`src/hdl/rdc_pkg.sv`:
```
// Shared constants and a helper function for the radix digit converter.
`timescale 1ns / 1ps
`default_nettype none

package rdc_pkg;

	// Payload widths
	localparam int VALUE_W = 32;
	localparam int RADIX_W = 5;
	localparam int CHAR_W  = 7;
	localparam int DIGIT_W = 4;

	// Digit stack sizing
	localparam int DIGIT_SLOTS = 32;
	localparam int IDX_W       = $clog2(DIGIT_SLOTS);
	localparam int CNT_W       = $clog2(DIGIT_SLOTS + 1);

	// Divider: one chunk of the dividend per cycle
	localparam int CHUNK_W     = 8;
	localparam int CHUNKS      = VALUE_W / CHUNK_W;
	localparam int CHUNK_CNT_W = $clog2(CHUNKS);

	// Radix limits and reset value
	localparam logic [RADIX_W-1:0] RADIX_MIN   = RADIX_W'(2);
	localparam logic [RADIX_W-1:0] RADIX_MAX   = RADIX_W'(16);
	localparam logic [RADIX_W-1:0] RADIX_RESET = RADIX_W'(10);

	// ASCII codes
	localparam logic [CHAR_W-1:0] CHAR_ZERO   = 7'h30;
	localparam logic [CHAR_W-1:0] CHAR_NINE   = 7'h39;
	localparam logic [CHAR_W-1:0] CHAR_A      = 7'h41;
	localparam logic [CHAR_W-1:0] CHAR_F      = 7'h46;
	localparam logic [CHAR_W-1:0] CHAR_ERROR  = 7'h00;
	localparam logic [DIGIT_W-1:0] DECIMAL_TOP = DIGIT_W'(9);
	localparam logic [DIGIT_W-1:0] LETTER_BASE = DIGIT_W'(10);

	// Digit value to ASCII character
	function automatic logic [CHAR_W-1:0] digit_ascii(input logic [DIGIT_W-1:0] d);
		logic [CHAR_W-1:0] c;
		if (d > DECIMAL_TOP) begin
			c = CHAR_A + CHAR_W'(d - LETTER_BASE);
		end else begin
			c = CHAR_ZERO + CHAR_W'(d);
		end
		return c;
	endfunction

endpackage

`default_nettype wire

```
`src/hdl/rdc_if.sv`:
```
// Valid/ready channel interfaces for the radix digit converter.
`timescale 1ns / 1ps
`default_nettype none

// Input channel: one signed value per transaction
interface rdc_value_if;
	logic                               valid;
	logic                               ready;
	logic signed [rdc_pkg::VALUE_W-1:0] value;

	modport source (output valid, output value, input ready);
	modport sink   (input valid, input value, output ready);
endinterface

// Output channel: one character per transaction
interface rdc_digit_if;
	logic                        valid;
	logic                        ready;
	logic [rdc_pkg::CHAR_W-1:0]  digit_char;
	logic                        last_digit;
	logic                        bad_request;

	modport source (output valid, output digit_char, output last_digit, output bad_request,
		input ready);
	modport sink   (input valid, input digit_char, input last_digit, input bad_request,
		output ready);
endinterface

`default_nettype wire

```
`src/hdl/radix_digit_converter_core.sv`:
```
// Radix digit converter: signed value in, ASCII digits of it out, most significant first.
`timescale 1ns / 1ps
`default_nettype none

// Converts a non-negative 32-bit value into digits of the radix held in the
// cfg register (reset 10, legal 2..16) and sends them most significant digit
// first as ASCII '0'-'9' / 'A'-'F', one transaction per digit, with
// last_digit set on the final one. A zero value gives the single digit '0'.
// A negative value or an illegal radix gives one transaction with
// bad_request and last_digit set and digit_char zero, presented the cycle
// after the value is taken. For a legal request every digit needs one full
// division by the radix, done by one shared compare-subtract array that
// consumes 8 dividend bits per cycle; remainders go to a 32-entry digit
// stack, a read state fetches the first entry back, then one digit leaves
// per cycle while the output side keeps taking them. The longest request is
// radix 2 with 31 digits. A new value is taken only once the previous one
// has been fully handed to the output register. The radix may be written
// only while the block is idle.
module radix_digit_converter_core (
	input  wire                             clk,
	input  wire                             arst_n,
	rdc_value_if.sink                       value_chan,
	rdc_digit_if.source                     digit_chan,
	input  wire                             cfg_we,
	input  wire  [rdc_pkg::RADIX_W-1:0]     cfg_wdata
);
	import rdc_pkg::*;

	typedef enum logic [3:0] {
		ST_IDLE = 4'b0001,
		ST_DIV  = 4'b0010,
		ST_READ = 4'b0100,
		ST_EMIT = 4'b1000
	} state_t;

	state_t                    state_q;
	logic [RADIX_W-1:0]        radix_q;
	logic [VALUE_W-1:0]        div_q;
	logic [DIGIT_W-1:0]        rem_q;
	logic [CHUNK_CNT_W-1:0]    chunk_q;
	logic [CNT_W-1:0]          cnt_q;
	logic [DIGIT_W-1:0]        stack_mem [DIGIT_SLOTS];
	logic [DIGIT_W-1:0]        rd_data_q;

	logic                      out_valid_q;
	logic [CHAR_W-1:0]         char_q;
	logic                      last_q;
	logic                      bad_q;

	logic                      slot_free;
	logic                      accept;
	logic                      req_bad;
	logic [CHUNK_W-1:0]        qbits;
	logic [DIGIT_W-1:0]        rem_next;
	logic [VALUE_W-1:0]        quo_next;
	logic [CNT_W-1:0]          cnt_inc;
	logic                      div_last_chunk;
	logic                      div_done;
	logic                      rd_en;
	logic [IDX_W-1:0]          rd_addr;
	logic [CNT_W-1:0]          cnt_dec;

	// Handshake on the input side
	assign slot_free        = !out_valid_q || digit_chan.ready;
	assign value_chan.ready = (state_q == ST_IDLE) && slot_free;
	assign accept           = value_chan.valid && value_chan.ready;
	assign req_bad          = (radix_q < RADIX_MIN) || (radix_q > RADIX_MAX)
		|| value_chan.value[VALUE_W-1];

	// Shared divider step: top chunk of the dividend against the radix
	always_comb begin
		logic [DIGIT_W:0] t;
		logic [DIGIT_W:0] r;
		r = {1'b0, rem_q};
		qbits = '0;
		for (int i = CHUNK_W - 1; i >= 0; i--) begin
			t = {r[DIGIT_W-1:0], div_q[VALUE_W - CHUNK_W + i]};
			if (t >= {{(DIGIT_W + 1 - RADIX_W){1'b0}}, radix_q}) begin
				t = t - {{(DIGIT_W + 1 - RADIX_W){1'b0}}, radix_q};
				qbits[i] = 1'b1;
			end
			r = t;
		end
		rem_next = r[DIGIT_W-1:0];
	end

	assign quo_next       = {div_q[VALUE_W-CHUNK_W-1:0], qbits};
	assign cnt_inc        = cnt_q + CNT_W'(1);
	assign cnt_dec        = cnt_q - CNT_W'(1);
	assign div_last_chunk = (chunk_q == CHUNK_CNT_W'(CHUNKS - 1));
	assign div_done       = (quo_next == '0) || (cnt_inc == CNT_W'(DIGIT_SLOTS));

	// Stack read port request
	assign rd_addr = cnt_dec[IDX_W-1:0];
	always_comb begin
		unique case (state_q)
			ST_READ: rd_en = 1'b1;
			ST_EMIT: rd_en = slot_free && (cnt_q != '0);
			default: rd_en = 1'b0;
		endcase
	end

	// Digit stack: written during division, read back in reverse
	always_ff @(posedge clk) begin
		if ((state_q == ST_DIV) && div_last_chunk) begin
			stack_mem[cnt_q[IDX_W-1:0]] <= rem_next;
		end
		if (rd_en) begin
			rd_data_q <= stack_mem[rd_addr];
		end
	end

	// Config register
	always_ff @(posedge clk or negedge arst_n) begin
		if (!arst_n) begin
			radix_q <= RADIX_RESET;
		end else if (cfg_we) begin
			radix_q <= cfg_wdata;
		end
	end

	// Sequencer and working registers
	always_ff @(posedge clk or negedge arst_n) begin
		if (!arst_n) begin
			state_q <= ST_IDLE;
			cnt_q   <= '0;
			chunk_q <= '0;
		end else begin
			unique case (state_q)
				ST_IDLE: begin
					if (accept && !req_bad) begin
						state_q <= ST_DIV;
						cnt_q   <= '0;
						chunk_q <= '0;
					end
				end
				ST_DIV: begin
					chunk_q <= chunk_q + CHUNK_CNT_W'(1);
					if (div_last_chunk) begin
						cnt_q <= cnt_inc;
						if (div_done) begin
							state_q <= ST_READ;
						end
					end
				end
				ST_READ: begin
					cnt_q   <= cnt_dec;
					state_q <= ST_EMIT;
				end
				ST_EMIT: begin
					if (slot_free) begin
						if (cnt_q == '0) begin
							state_q <= ST_IDLE;
						end else begin
							cnt_q <= cnt_dec;
						end
					end
				end
				default: state_q <= ST_IDLE;
			endcase
		end
	end

	// Dividend / quotient and running remainder
	always_ff @(posedge clk) begin
		if (accept) begin
			div_q <= {1'b0, value_chan.value[VALUE_W-2:0]};
			rem_q <= '0;
		end else if (state_q == ST_DIV) begin
			div_q <= quo_next;
			rem_q <= div_last_chunk ? '0 : rem_next;
		end
	end

	// Output register
	always_ff @(posedge clk or negedge arst_n) begin
		if (!arst_n) begin
			out_valid_q <= 1'b0;
		end else if ((accept && req_bad) || ((state_q == ST_EMIT) && slot_free)) begin
			out_valid_q <= 1'b1;
		end else if (digit_chan.ready) begin
			out_valid_q <= 1'b0;
		end
	end

	always_ff @(posedge clk) begin
		if (accept && req_bad) begin
			char_q <= CHAR_ERROR;
			last_q <= 1'b1;
			bad_q  <= 1'b1;
		end else if ((state_q == ST_EMIT) && slot_free) begin
			char_q <= digit_ascii(rd_data_q);
			last_q <= (cnt_q == '0);
			bad_q  <= 1'b0;
		end
	end

	assign digit_chan.valid       = out_valid_q;
	assign digit_chan.digit_char  = char_q;
	assign digit_chan.last_digit  = last_q;
	assign digit_chan.bad_request = bad_q;

endmodule

`default_nettype wire

```
`src/flat_wrapper.sv`:
```
// flat-port wrapper written by rule: the top's interface ports become plain ports
module radix_digit_converter_core_flat import rdc_pkg::*;
  (clk, arst_n, cfg_we, cfg_wdata, value_chan_valid, value_chan_value, value_chan_ready, digit_chan_valid, digit_chan_digit_char, digit_chan_last_digit, digit_chan_bad_request, digit_chan_ready);
  rdc_value_if value_chan_i ();
  rdc_digit_if digit_chan_i ();
  input  wire clk;
  input  wire arst_n;
  input  wire cfg_we;
  input  wire  [rdc_pkg::RADIX_W-1:0] cfg_wdata;
  input wire logic [$bits(value_chan_i.valid)-1:0] value_chan_valid;
  input wire logic [$bits(value_chan_i.value)-1:0] value_chan_value;
  output wire logic [$bits(value_chan_i.ready)-1:0] value_chan_ready;
  output wire logic [$bits(digit_chan_i.valid)-1:0] digit_chan_valid;
  output wire logic [$bits(digit_chan_i.digit_char)-1:0] digit_chan_digit_char;
  output wire logic [$bits(digit_chan_i.last_digit)-1:0] digit_chan_last_digit;
  output wire logic [$bits(digit_chan_i.bad_request)-1:0] digit_chan_bad_request;
  input wire logic [$bits(digit_chan_i.ready)-1:0] digit_chan_ready;
  assign value_chan_i.valid = value_chan_valid;
  assign value_chan_i.value = value_chan_value;
  assign value_chan_ready = value_chan_i.ready;
  assign digit_chan_valid = digit_chan_i.valid;
  assign digit_chan_digit_char = digit_chan_i.digit_char;
  assign digit_chan_last_digit = digit_chan_i.last_digit;
  assign digit_chan_bad_request = digit_chan_i.bad_request;
  assign digit_chan_i.ready = digit_chan_ready;
  radix_digit_converter_core u_core (.clk(clk), .arst_n(arst_n), .value_chan(value_chan_i), .digit_chan(digit_chan_i), .cfg_we(cfg_we), .cfg_wdata(cfg_wdata));
endmodule
```
`config.mk`:
```
export PLATFORM = sky130hd
export DESIGN_NAME = radix_digit_converter_core_flat
export DESIGN_NICKNAME = d
export VERILOG_FILES = /design/src/hdl/rdc_pkg.sv /design/src/hdl/rdc_if.sv /design/src/hdl/radix_digit_converter_core.sv /design/src/flat_wrapper.sv
export SDC_FILE = /design/constraint.sdc
export NUM_CORES = 1
export LEC_CHECK = 0
export ABC_AREA = 1
export BUFFER_PORTS_ARGS = -buffer_cell sky130_fd_sc_hd__clkbuf_2
export CAP_MARGIN = 20
export CORE_AREA = 8 8 277 145
export DETAILED_ROUTE_END_ITERATION = 10
export DIE_AREA = 0 0 285 153
export PLACE_DENSITY_LB_ADDON = 0.3
export SKIP_LAST_GASP = 1
export SLEW_MARGIN = 20
export SYNTH_ARGS = -nofsm -noshare
export SYNTH_HDL_FRONTEND = slang
export SYNTH_SLANG_ARGS = --single-unit
```
`constraint.sdc`:
```
create_clock -name clk -period 11.03 [get_ports clk]
set_clock_uncertainty 0.1 [all_clocks]
set_input_delay 0 -clock clk [delete_from_list [all_inputs] [get_ports clk]]
set_output_delay 0 -clock clk [all_outputs]
set_load 0.1 [all_outputs]
```
==> flow_summary.json, run 1 <==
{
  "syn_area_um2": 10400,
  "netlist.area_leader.share_pct": 47.1,
  "die_y_um": 153,
  "synthCells": 1132,
  "maxCapViolations": 0,
  "wl_um": 28700,
  "nNetsFinal": 1342,
  "grt-busiest-layer": "met1",
  "clock_path_buffers": 2,
  "wl_per_cell_um": 16.4,
  "grt_overflow": 0,
  "maxSlewHeadroom_pct": 47.1,
  "start_kind": "flop",
  "syn_nets": 1232,
  "worstMarginPinSlew_ns": 0.791,
  "grt_usage_pct": 13.1,
  "rr_endpoint": "u_core.state_q[1]",
  "vias": 8075,
  "drtIter0Drc": 793,
  "core-area_um2": 36500,
  "synth_mux_area_share_pct": 0.385,
  "r2r_cells": 75,
  "met2_usage_pct": 16.7,
  "gp_congestion": 0.887,
  "multi_input_area_um2": 4230,
  "synth_edf_count": 163,
  "synth_most_common_cell": "nand2_1",
  "hold_violations": 0,
  "diodes": 0,
  "synth-seq-cells": 195,
  "cp_slowest_cell": "dfstp_2",
  "whs_path_depth": 3,
  "setup_ws_ns": 0.910,
  "syn_to_final_growth_pct": 20.2,
  "maxSlewViolCount": 0,
  "final_cells": 1749,
  "portBuffers": 52,
  "r2r_start": "u_core.radix_q[1]",
  "cts_buffers": 17,
  "ant_nets": 0,
  "slowest_delay_ns": 0.54,
  "hold-worst-slack_ns": 0.0833,
  "drc_errors": 0,
  "dpl.cell_count": 1663,
  "clock.fmax_mhz": 98.8,
  "rows": 50,
  "die-width_um": 285,
  "hold_path_class": "in2reg",
  "rsz0062_at_grt": "false",
  "viasPerCell": 4.62,
  "synth_top_flop_cell": "edfxtp_1",
  "final.setup.tns_ns": 0,
  "synth.largest_area_cell": "edfxtp_1",
  "ys_types": 43,
  "arrival_ns": 10.37,
  "synth_compound_area_share_pct": 9.43,
  "synth_top_family_by_area": "simple AND/OR/NAND/NOR gates",
  "cts_tree": "yes",
  "crit_top_cell": "nand2_1",
  "ff_latch_area_um2": 5630,
  "clock_latency_ns": 0.46,
  "htreeDepth": 4,
  "crit_type": "reg2reg",
  "outcome": "completed",
  "pre_cts_slack_ns": 0.228,
  "grt_util_met3_pct": 3.33,
  "period_share_pct": 91.8,
  "required_ns": 11.28,
  "cts.clk_slew.worst_paths_ns": 0.08,
  "hold_end": "u_core.div_q[0]",
  "rrSetupSlack_ns": 0.91,
  "min_from": "value_chan_value[0]",
  "cp-end-kind": "flop",
  "cts_root_buf": "clkbuf_16",
  "seq_area_frac_synth_pct": 54.2,
  "grt_max_degree": 70,
  "hpwlAfterDp_um": 20400,
  "antenna_found_initial": 0,
  "synthAdderAreaFrac_pct": 7.56,
  "yosysWarningCount": 0,
  "synth_area_leaders": "edfxtp_1, nand2_1, nor2_1",
  "synth-simple-area-share_pct": 20.7,
  "drive_above_1_share_pct": 11.9,
  "drtPass1Iterations": 5,
  "io-pin-count": 53,
  "critPathMaxFanout": 8,
  "finalSetupViolCount": 0,
  "use_met1_pct": 21.5,
  "syn_avg_cell_area_um2": 9.18,
  "async_reset_ff_share_pct": 9.23,
  "fill_cells": 3749,
  "initial_core_util_pct": 28.4,
  "period_needed_ns": 10.12,
  "cts_sinks": 195,
  "grt_pass1_vias": 7664,
  "synth_common_cells": "nand2_1, nor2_1, edfxtp_1, o21ai_0, inv_1",
  "grt_pass1_wl_um": 45200,
  "synth_xor_area_share_pct": 2.17,
  "die_area_um2": 43600
}
[flip-flops by register name (all words and copies together) (netlist names)]
name                           count
u_core.state_q                     4
u_core.stack_mem                 128
u_core.cnt_q                       6
u_core.rd_data_q                   4
u_core.radix_q                     5
u_core.digit_chan.bad_request      1
u_core.digit_chan.last_digit       1
u_core.rem_q                       4
u_core.digit_chan.digit_char       7
u_core.div_q                      32
u_core.digit_chan.valid            1
u_core.chunk_q                     2
[per-stage QoR]
stage / util (%) / instance area (µm²)
3_3_place_gp: 30.9 / 11300
6_report: 34.2 / 12500
3_5_place_dp: 30.9 / 11300
2_1_floorplan: - / 10400
4_1_cts: 34.0 / 12400
5_1_grt: 34.2 / 12500
[critical path: cells and delay by family (launching register included)]
| family | cells | cell delay, ns |
|---|---|---|
| AND/OR/NAND/NOR | 52 | 5.61 |
| adder cells (fa/ha/maj) | 8 | 2.42 |
| buffers and inverters | 14 | 1.23 |
| flip-flops | 1 | 0.54 |
| AO/OA/AOI/OAI | 1 | 0.09 |
[worst max-delay path by stage]
| stage | from | to | slack, ns |
|---|---|---|---|
| final | u_core.radix_q[1] | u_core.state_q[1] | 0.91 |
| after detailed placement | u_core.radix_q[1] | u_core.state_q[1] | 0.23 |
| after global routing | u_core.radix_q[1] | u_core.state_q[1] | 0.03 |
| after floorplan | u_core.radix_q[1] | u_core.stack_mem[0][0] | 0.64 |
| after CTS | u_core.radix_q[1] | u_core.state_q[1] | 0.18 |
| after global placement | u_core.radix_q[1] | u_core.state_q[1] | 0.44 |
[cell type report]
class	instances	area share [%]
Clock buffer	17	3.41
Clock inverter	15	1.60
Inverter	111	3.38
Multi-Input combinational cell	794	33.9
Sequential cell	195	45.1
Tap cell	494	4.95
Timing Repair Buffer	123	7.69
[routing by layer]
layer	vias to the layer above	part of all wire (%)
met5	-	0
met4	0	0.61
met3	18	7.2
met2	245	38
met1	3816	54
li1	3996	-
[cells in the final DEF (no fill, tap or decap), types with 10 or more instances in the layout]
cell             n
dlygate4sd3_1   52
a21oi_1         14
clkbuf_16       17
xnor2_1         10
nor2_1         191
o22ai_1         14
buf_4           16
edfxtp_1       163
dfrtp_1         14
clkbuf_2        52
nand3_1         34
o21ai_0        138
inv_1          105
nand2_1        258
xor2_1          12
dfxtp_1         14
ha_1            50
[cells by family after synthesis]
kind of cell	after synthesis
AO/OA/AOI/OAI	185
XOR/XNOR	24
adder cells (fa/ha/maj)	58
buffers and inverters	143
flip-flops	195
multiplexers	4
AND/OR/NAND/NOR	523
[timing repair]
item	CTS	global route
hold endpoints to repair	63	0
hold buffers	52	0
setup buffers	0	2
endpoints found under the setup margin	0	136
resized for setup	0	15
Power of run 1 is left out: the tool's default activity adds up to more than one toggle a clock period on the data nets, which glitch-free logic cannot reach.
==> run 2, diff against run 1 <==
--- a/config.mk
+++ b/config.mk
@@ -5,12 +5,11 @@
 export SDC_FILE = /design/constraint.sdc
 export NUM_CORES = 1
 export LEC_CHECK = 0
-export ABC_AREA = 1
 export BUFFER_PORTS_ARGS = -buffer_cell sky130_fd_sc_hd__clkbuf_2
 export CAP_MARGIN = 20
-export CORE_AREA = 8 8 277 145
+export CORE_AREA = 8 8 274 144
 export DETAILED_ROUTE_END_ITERATION = 10
-export DIE_AREA = 0 0 285 153
+export DIE_AREA = 0 0 282 152
 export PLACE_DENSITY_LB_ADDON = 0.3
 export SKIP_LAST_GASP = 1
 export SLEW_MARGIN = 20
==> run 2 against run 1 <==
  * Via count shrank 15%
  * Non-clock buffer count grew 18
  * Critical path depth shrank 26
  * Fmax shrank 5.8%
  * Routed wire length shrank 4.5%
  * Worst setup slack lost 0.62 ns
  * Global-route usage shrank 0.79 points
  * Cell count shrank 19%
  * Register-to-register slack lost 0.62 ns
  * Synthesized cell count shrank 30%
  * Utilization grew 1.8 points
==> flow_summary.json, run 2 <==
{
  "grt_overflow": 0,
  "outcome": "completed",
  "synth_edf_count": 163,
  "seq_area_frac_synth_pct": 55.4,
  "hold_violations": 0,
  "syn_to_final_growth_pct": 25.2,
  "clock_path_buffers": 2,
  "critPathMaxFanout": 9,
  "crit_top_cell": "buf_4",
  "synth.largest_area_cell": "edfxtp_1",
  "netlist.area_leader.share_pct": 48.1,
  "finalSetupViolCount": 0,
  "async_reset_ff_share_pct": 9.23,
  "portBuffers": 52,
  "synth_top_flop_cell": "edfxtp_1",
  "drc_errors": 0,
  "synth_common_cells": "edfxtp_1, nand2_1, nor2_1, ha_1, inv_1",
  "hold_path_class": "in2reg",
  "grt_pass1_wl_um": 40400,
  "clock_latency_ns": 0.44,
  "maxCapViolations": 0,
  "viasPerCell": 4.84,
  "die_y_um": 152,
  "wl_um": 27400,
  "syn_nets": 887,
  "cts.clk_slew.worst_paths_ns": 0.08,
  "wl_per_cell_um": 19.3,
  "cp-end-kind": "flop",
  "maxSlewHeadroom_pct": 24.8,
  "crit_type": "reg2reg",
  "cts_buffers": 17,
  "mostFrequentLayoutCells": "edfxtp_1, nand2_1, nor2_1",
  "slowest_delay_ns": 0.53,
  "synthCells": 787,
  "cp_slowest_cell": "dfstp_2",
  "grt_pass1_vias": 6610,
  "start_kind": "flop",
  "worstMarginPinSlew_ns": 1.12,
  "die_area_um2": 42900,
  "required_ns": 11.11,
  "io-pin-count": 53,
  "drtPass1Iterations": 5,
  "rrSetupSlack_ns": 0.29,
  "gp_congestion": 0.871,
  "post-route-util_pct": 36.0,
  "antenna_found_initial": 0,
  "cts_sinks": 195,
  "fill_cells": 3449,
  "rows": 49,
  "nNetsFinal": 1023,
  "grt_max_degree": 40,
  "largest_reg_flops": 128,
  "ys_types": 66,
  "synth_area_leaders": "edfxtp_1, mux4_1, ha_1",
  "final_common_cell": "edfxtp_1",
  "syn_area_um2": 10200,
  "yosysWarningCount": 0,
  "syn_avg_cell_area_um2": 12.9,
  "clock.fmax_mhz": 93.1,
  "vias": 6879,
  "drtIter0Drc": 572,
  "cts_tree": "yes",
  "ant_nets": 0,
  "diodes": 0,
  "htreeDepth": 4,
  "synth-seq-cells": 195,
  "drive_above_1_share_pct": 21.8,
  "core-area_um2": 35400,
  "period_needed_ns": 10.74,
  "hpwlAfterDp_um": 19100,
  "cts_root_buf": "clkbuf_16",
  "synth_most_common_cell": "edfxtp_1",
  "grt_usage_pct": 12.3,
  "maxSlewViolCount": 0,
  "period_share_pct": 97.4,
  "initial_core_util_pct": 28.7,
  "arrival_ns": 10.83,
  "die-width_um": 282
}
-- run 2: changes by cell type in the layout (fill, tap and decap cells not counted), moves of 18 or more --
cell | previous run | this run
buf_4 | 16 | 34
inv_1 | 105 | 43
mux4_1 | 0 | 30
nand2_1 | 258 | 110
nand3_1 | 34 | 8
nor2_1 | 191 | 63
o21ai_0 | 138 | 22
-- run 2: layout make-up --
class	count	area (µm²)	area share, %
well taps	484	606	4.76
clock buffers	17	425	3.34
multi-input cells	525	4630	36.4
repair buffers	141	1080	8.45
inverters	43	161	1.27
flip-flops and latches	195	5630	44.2
clock inverters	15	199	1.56
-- run 2: repair_timing --
action / 4_1_cts / 5_1_grt
setup buffers: 0 / 14
setup endpoints to repair: 101 / 135
gates resized for setup: 5 / 52
hold buffers: 50 / 0
pin swaps: 1 / 18
endpoints found under the hold margin: 59 / 0
gates cloned: 0 / 3
-- run 2: path summary, 6_finish.rpt --
path / to / depth (start not counted) / from
worst max register to register: u_core.stack_mem[1][2] / 49 / u_core.radix_q[1]
worst max-delay path: u_core.stack_mem[1][2] / 49 / u_core.radix_q[1]
max in group asynchronous: u_core.cnt_q[0] / 4 / arst_n
worst min-delay path: u_core.div_q[31] / 4 / value_chan_valid
worst min register to register: u_core.digit_chan.digit_char[1] / 2 / u_core.digit_chan.digit_char[1]
min in group asynchronous: u_core.state_q[0] / 3 / arst_n
-- run 2: through the flow --
stage          cells  cell area, µm²  TNS (ns)  hold slack [ns]  setup slack, ns
3_5_place_dp    1321           11100     -1.58           -0.107          -0.0341
6_report        1420           12700         0            0.120            0.286
3_3_place_gp    1321           11100         0           -0.105           0.0846
4_1_cts         1403           12300         0           0.0944           0.0371
5_1_grt         1420           12700     -3.28            0.167           -0.164
2_1_floorplan    787           10200         0           -0.396           0.0150
-- run 2: worst max-delay path: cells and delay by family (launching register included) --
| family | cells | cell delay [ns] |
|---|---|---|
| AO/OA/AOI/OAI | 23 | 4.29 |
| multiplexers | 4 | 1.26 |
| buffers and inverters | 10 | 1.24 |
| AND/OR/NAND/NOR | 4 | 0.73 |
| flip-flops | 1 | 0.53 |
| adder cells (fa/ha/maj) | 8 | 2.29 |
-- run 2: logic make-up after synthesis --
| group | count (synthesis) | share of synthesized area (%) |
|---|---|---|
| compound gates | 133 | 8.28 |
| xor+xnor | 24 | 2.14 |
| mux | 67 | 12.8 |
| flops | 195 | 55.4 |
| simple gates | 240 | 10.6 |
| fa+ha+maj | 58 | 7.73 |
| buf+inv | 70 | 2.98 |
-- run 2: routing by layer --
metal / track usage [%] / vias to the layer above / part of all wire (%) / routed length (µm)
met1: 19.9 / 3415 / 54 / 14700
li1: - / 3254 / - / -
met5: 0 / - / 0 / 0
met2: 15.7 / 197 / 39 / 10600
met4: 1.90 / 0 / 0.53 / 146
met3: 3.88 / 13 / 7.2 / 1970
Power of run 2 is left out for the same reason.
==> run 3, diff against run 2 <==
--- a/config.mk
+++ b/config.mk
@@ -7,9 +7,9 @@
 export LEC_CHECK = 0
 export BUFFER_PORTS_ARGS = -buffer_cell sky130_fd_sc_hd__clkbuf_2
 export CAP_MARGIN = 20
-export CORE_AREA = 8 8 274 144
+export CORE_AREA = 8 8 200 107
 export DETAILED_ROUTE_END_ITERATION = 10
-export DIE_AREA = 0 0 282 152
+export DIE_AREA = 0 0 208 115
 export PLACE_DENSITY_LB_ADDON = 0.3
 export SKIP_LAST_GASP = 1
 export SLEW_MARGIN = 20
==> run 3 against run 2 <==
  * Routed wire length fell by 9.3%
  * Highest routed layer is now met5
  * First-iteration DRC count is 56% higher
  * Worst setup slack gained 0.12 ns
  * Fmax increased by 1.1%
  * Final area is 3.8% lower
  * Via count up 2.3%
==> flow_summary.json, run 3 (synthesis gave the netlist of run 2 again) <==
{
  "wirelength_met1_um": 12200,
  "gp_congestion": 0.919,
  "cts_tree": "yes",
  "wl_um": 24900,
  "wl_met3_um": 2890,
  "clock.fmax_mhz": 94.1,
  "crit_type": "reg2reg",
  "syn_to_final_growth_pct": 20.4,
  "initial_core_util_pct": 54.3,
  "grt_overflow": 0,
  "required_ns": 11.10,
  "period_share_pct": 96.3,
  "start_kind": "flop",
  "rrSetupSlack_ns": 0.40,
  "viasPerCell": 5.99,
  "outcome": "completed",
  "htreeDepth": 4,
  "antenna_found_initial": 1,
  "finalSetupViolCount": 0,
  "ant_nets": 0,
  "die_area_um2": 23900,
  "largest_reg_flops": 128,
  "period_needed_ns": 10.63,
  "cts.clk_slew.worst_paths_ns": 0.08,
  "worstMarginPinSlew_ns": 0.832,
  "wl_per_cell_um": 21.2,
  "drc_errors": 0,
  "place_area_um2": 10800,
  "slowest_delay_ns": 0.54,
  "grt_usage_pct": 20.7,
  "rows": 36,
  "design_area_um2": 12200,
  "r2r_cells": 49,
  "core-area_um2": 18700,
  "maxSlewHeadroom_pct": 44.3,
  "cts_sinks": 195,
  "hpwlAfterDp_um": 16600,
  "portBuffers": 52,
  "io-pin-count": 53,
  "cp_slowest_cell": "dfstp_2",
  "maxSlewViolCount": 0,
  "clock_latency_ns": 0.45,
  "final_common_cell": "edfxtp_1",
  "rr_endpoint": "u_core.stack_mem[29][2]",
  "drive_above_1_share_pct": 20.5,
  "vias": 7038,
  "clock_path_buffers": 2,
  "cts_buffers": 17,
  "hold_end": "u_core.div_q[31]",
  "r2r_start": "u_core.radix_q[1]",
  "grt_pass1_wl_um": 37800,
  "min_from": "value_chan_valid",
  "maxCapViolations": 0,
  "grt_max_degree": 41,
  "highest_layer": "met5",
  "drtPass1Iterations": 5,
  "hold_violations": 0,
  "hold_path_class": "in2reg",
  "die-width_um": 208,
  "cts_root_buf": "clkbuf_16",
  "grt_pass1_vias": 6521,
  "wl_met2_um": 9540,
  "diodes": 0,
  "critPathMaxFanout": 16,
  "whs_path_depth": 4,
  "nNetsFinal": 1015,
  "crit_top_cell": "ha_1",
  "drtIter0Drc": 894,
  "mostFrequentLayoutCells": "edfxtp_1, nand2_1, nor2_1",
  "die_y_um": 115,
  "cp-end-kind": "flop",
  "arrival_ns": 10.70
}
==> run 3: cell types whose count changed in the layout (fill, tap and decap cells not counted), sizes merged <==
cell,previous run,this run
buf,39,31
clkinv,5,2
a21oi,36,37
bufinv,1,2
clkinvlp,0,1
dlygate4sd3,50,49
inv,52,53
==> run 3: through the flow <==
stage / util, % / setup WS (ns) / setup TNS, ns / std cells / hold WS (ns)
after floorplan: - / 0.0150 / 0 / 787 / -0.396
after global placement: 57.8 / 0.278 / 0 / 1082 / -0.120
after detailed placement: 57.8 / -0.0710 / -2.87 / 1082 / -0.122
after CTS: 63.7 / 0.00146 / 0 / 1163 / 0.0915
after global routing: 65.3 / -0.0947 / -6.75 / 1175 / 0.123
final: 65.3 / 0.403 / 0 / 1175 / 0.116
==> run 3: timing repair <==
item | CTS | global route
cloned | 0 | 4
gates resized for setup | 2 | 42
pin swaps | 0 | 15
endpoints found under the setup margin | 98 | 135
hold endpoints to repair | 58 | 0
hold buffers | 49 | 0
buffers inserted | 0 | 8
==> run 3: worst max-delay path: cells and delay by family (launching register included) <==
family          cells  cell delay [ns]
buf+inv            10             1.38
compound gates     17             3.27
fa+ha+maj           8             2.46
simple gates        9             1.30
xor+xnor            1             0.10
flops               1             0.54
mux                 4             1.19
==> run 3: layout make-up <==
cell class	count	area, µm²
inverter	43	161
timing repair buffer	132	995
fill	1357	6500
multi-input combinational	526	4540
clock inverter	15	181
clock buffer	17	425
tap	247	309
sequential	195	5630
==> run 3: how the worst max path moves through the flow <==
stage                           start                       to  cells past startpoint
global placement    u_core.radix_q[1]          u_core.rem_q[2]                     49
global route        u_core.radix_q[1]          u_core.rem_q[2]                     52
finish              u_core.radix_q[1]  u_core.stack_mem[29][2]                     49
detailed placement  u_core.radix_q[1]   u_core.stack_mem[3][0]                     49
CTS                 u_core.radix_q[1]          u_core.rem_q[2]                     49
floorplan           u_core.radix_q[1]          u_core.rem_q[2]                     50
==> run 3: routing by layer <==
metal | vias to the layer above | track usage [%]
met2 | 383 | 26.4
li1 | 3216 | -
met4 | 2 | 4.14
met5 | - | 0
met3 | 27 | 8.11
met1 | 3410 | 32.2
Power of run 3 is left out for the same reason.
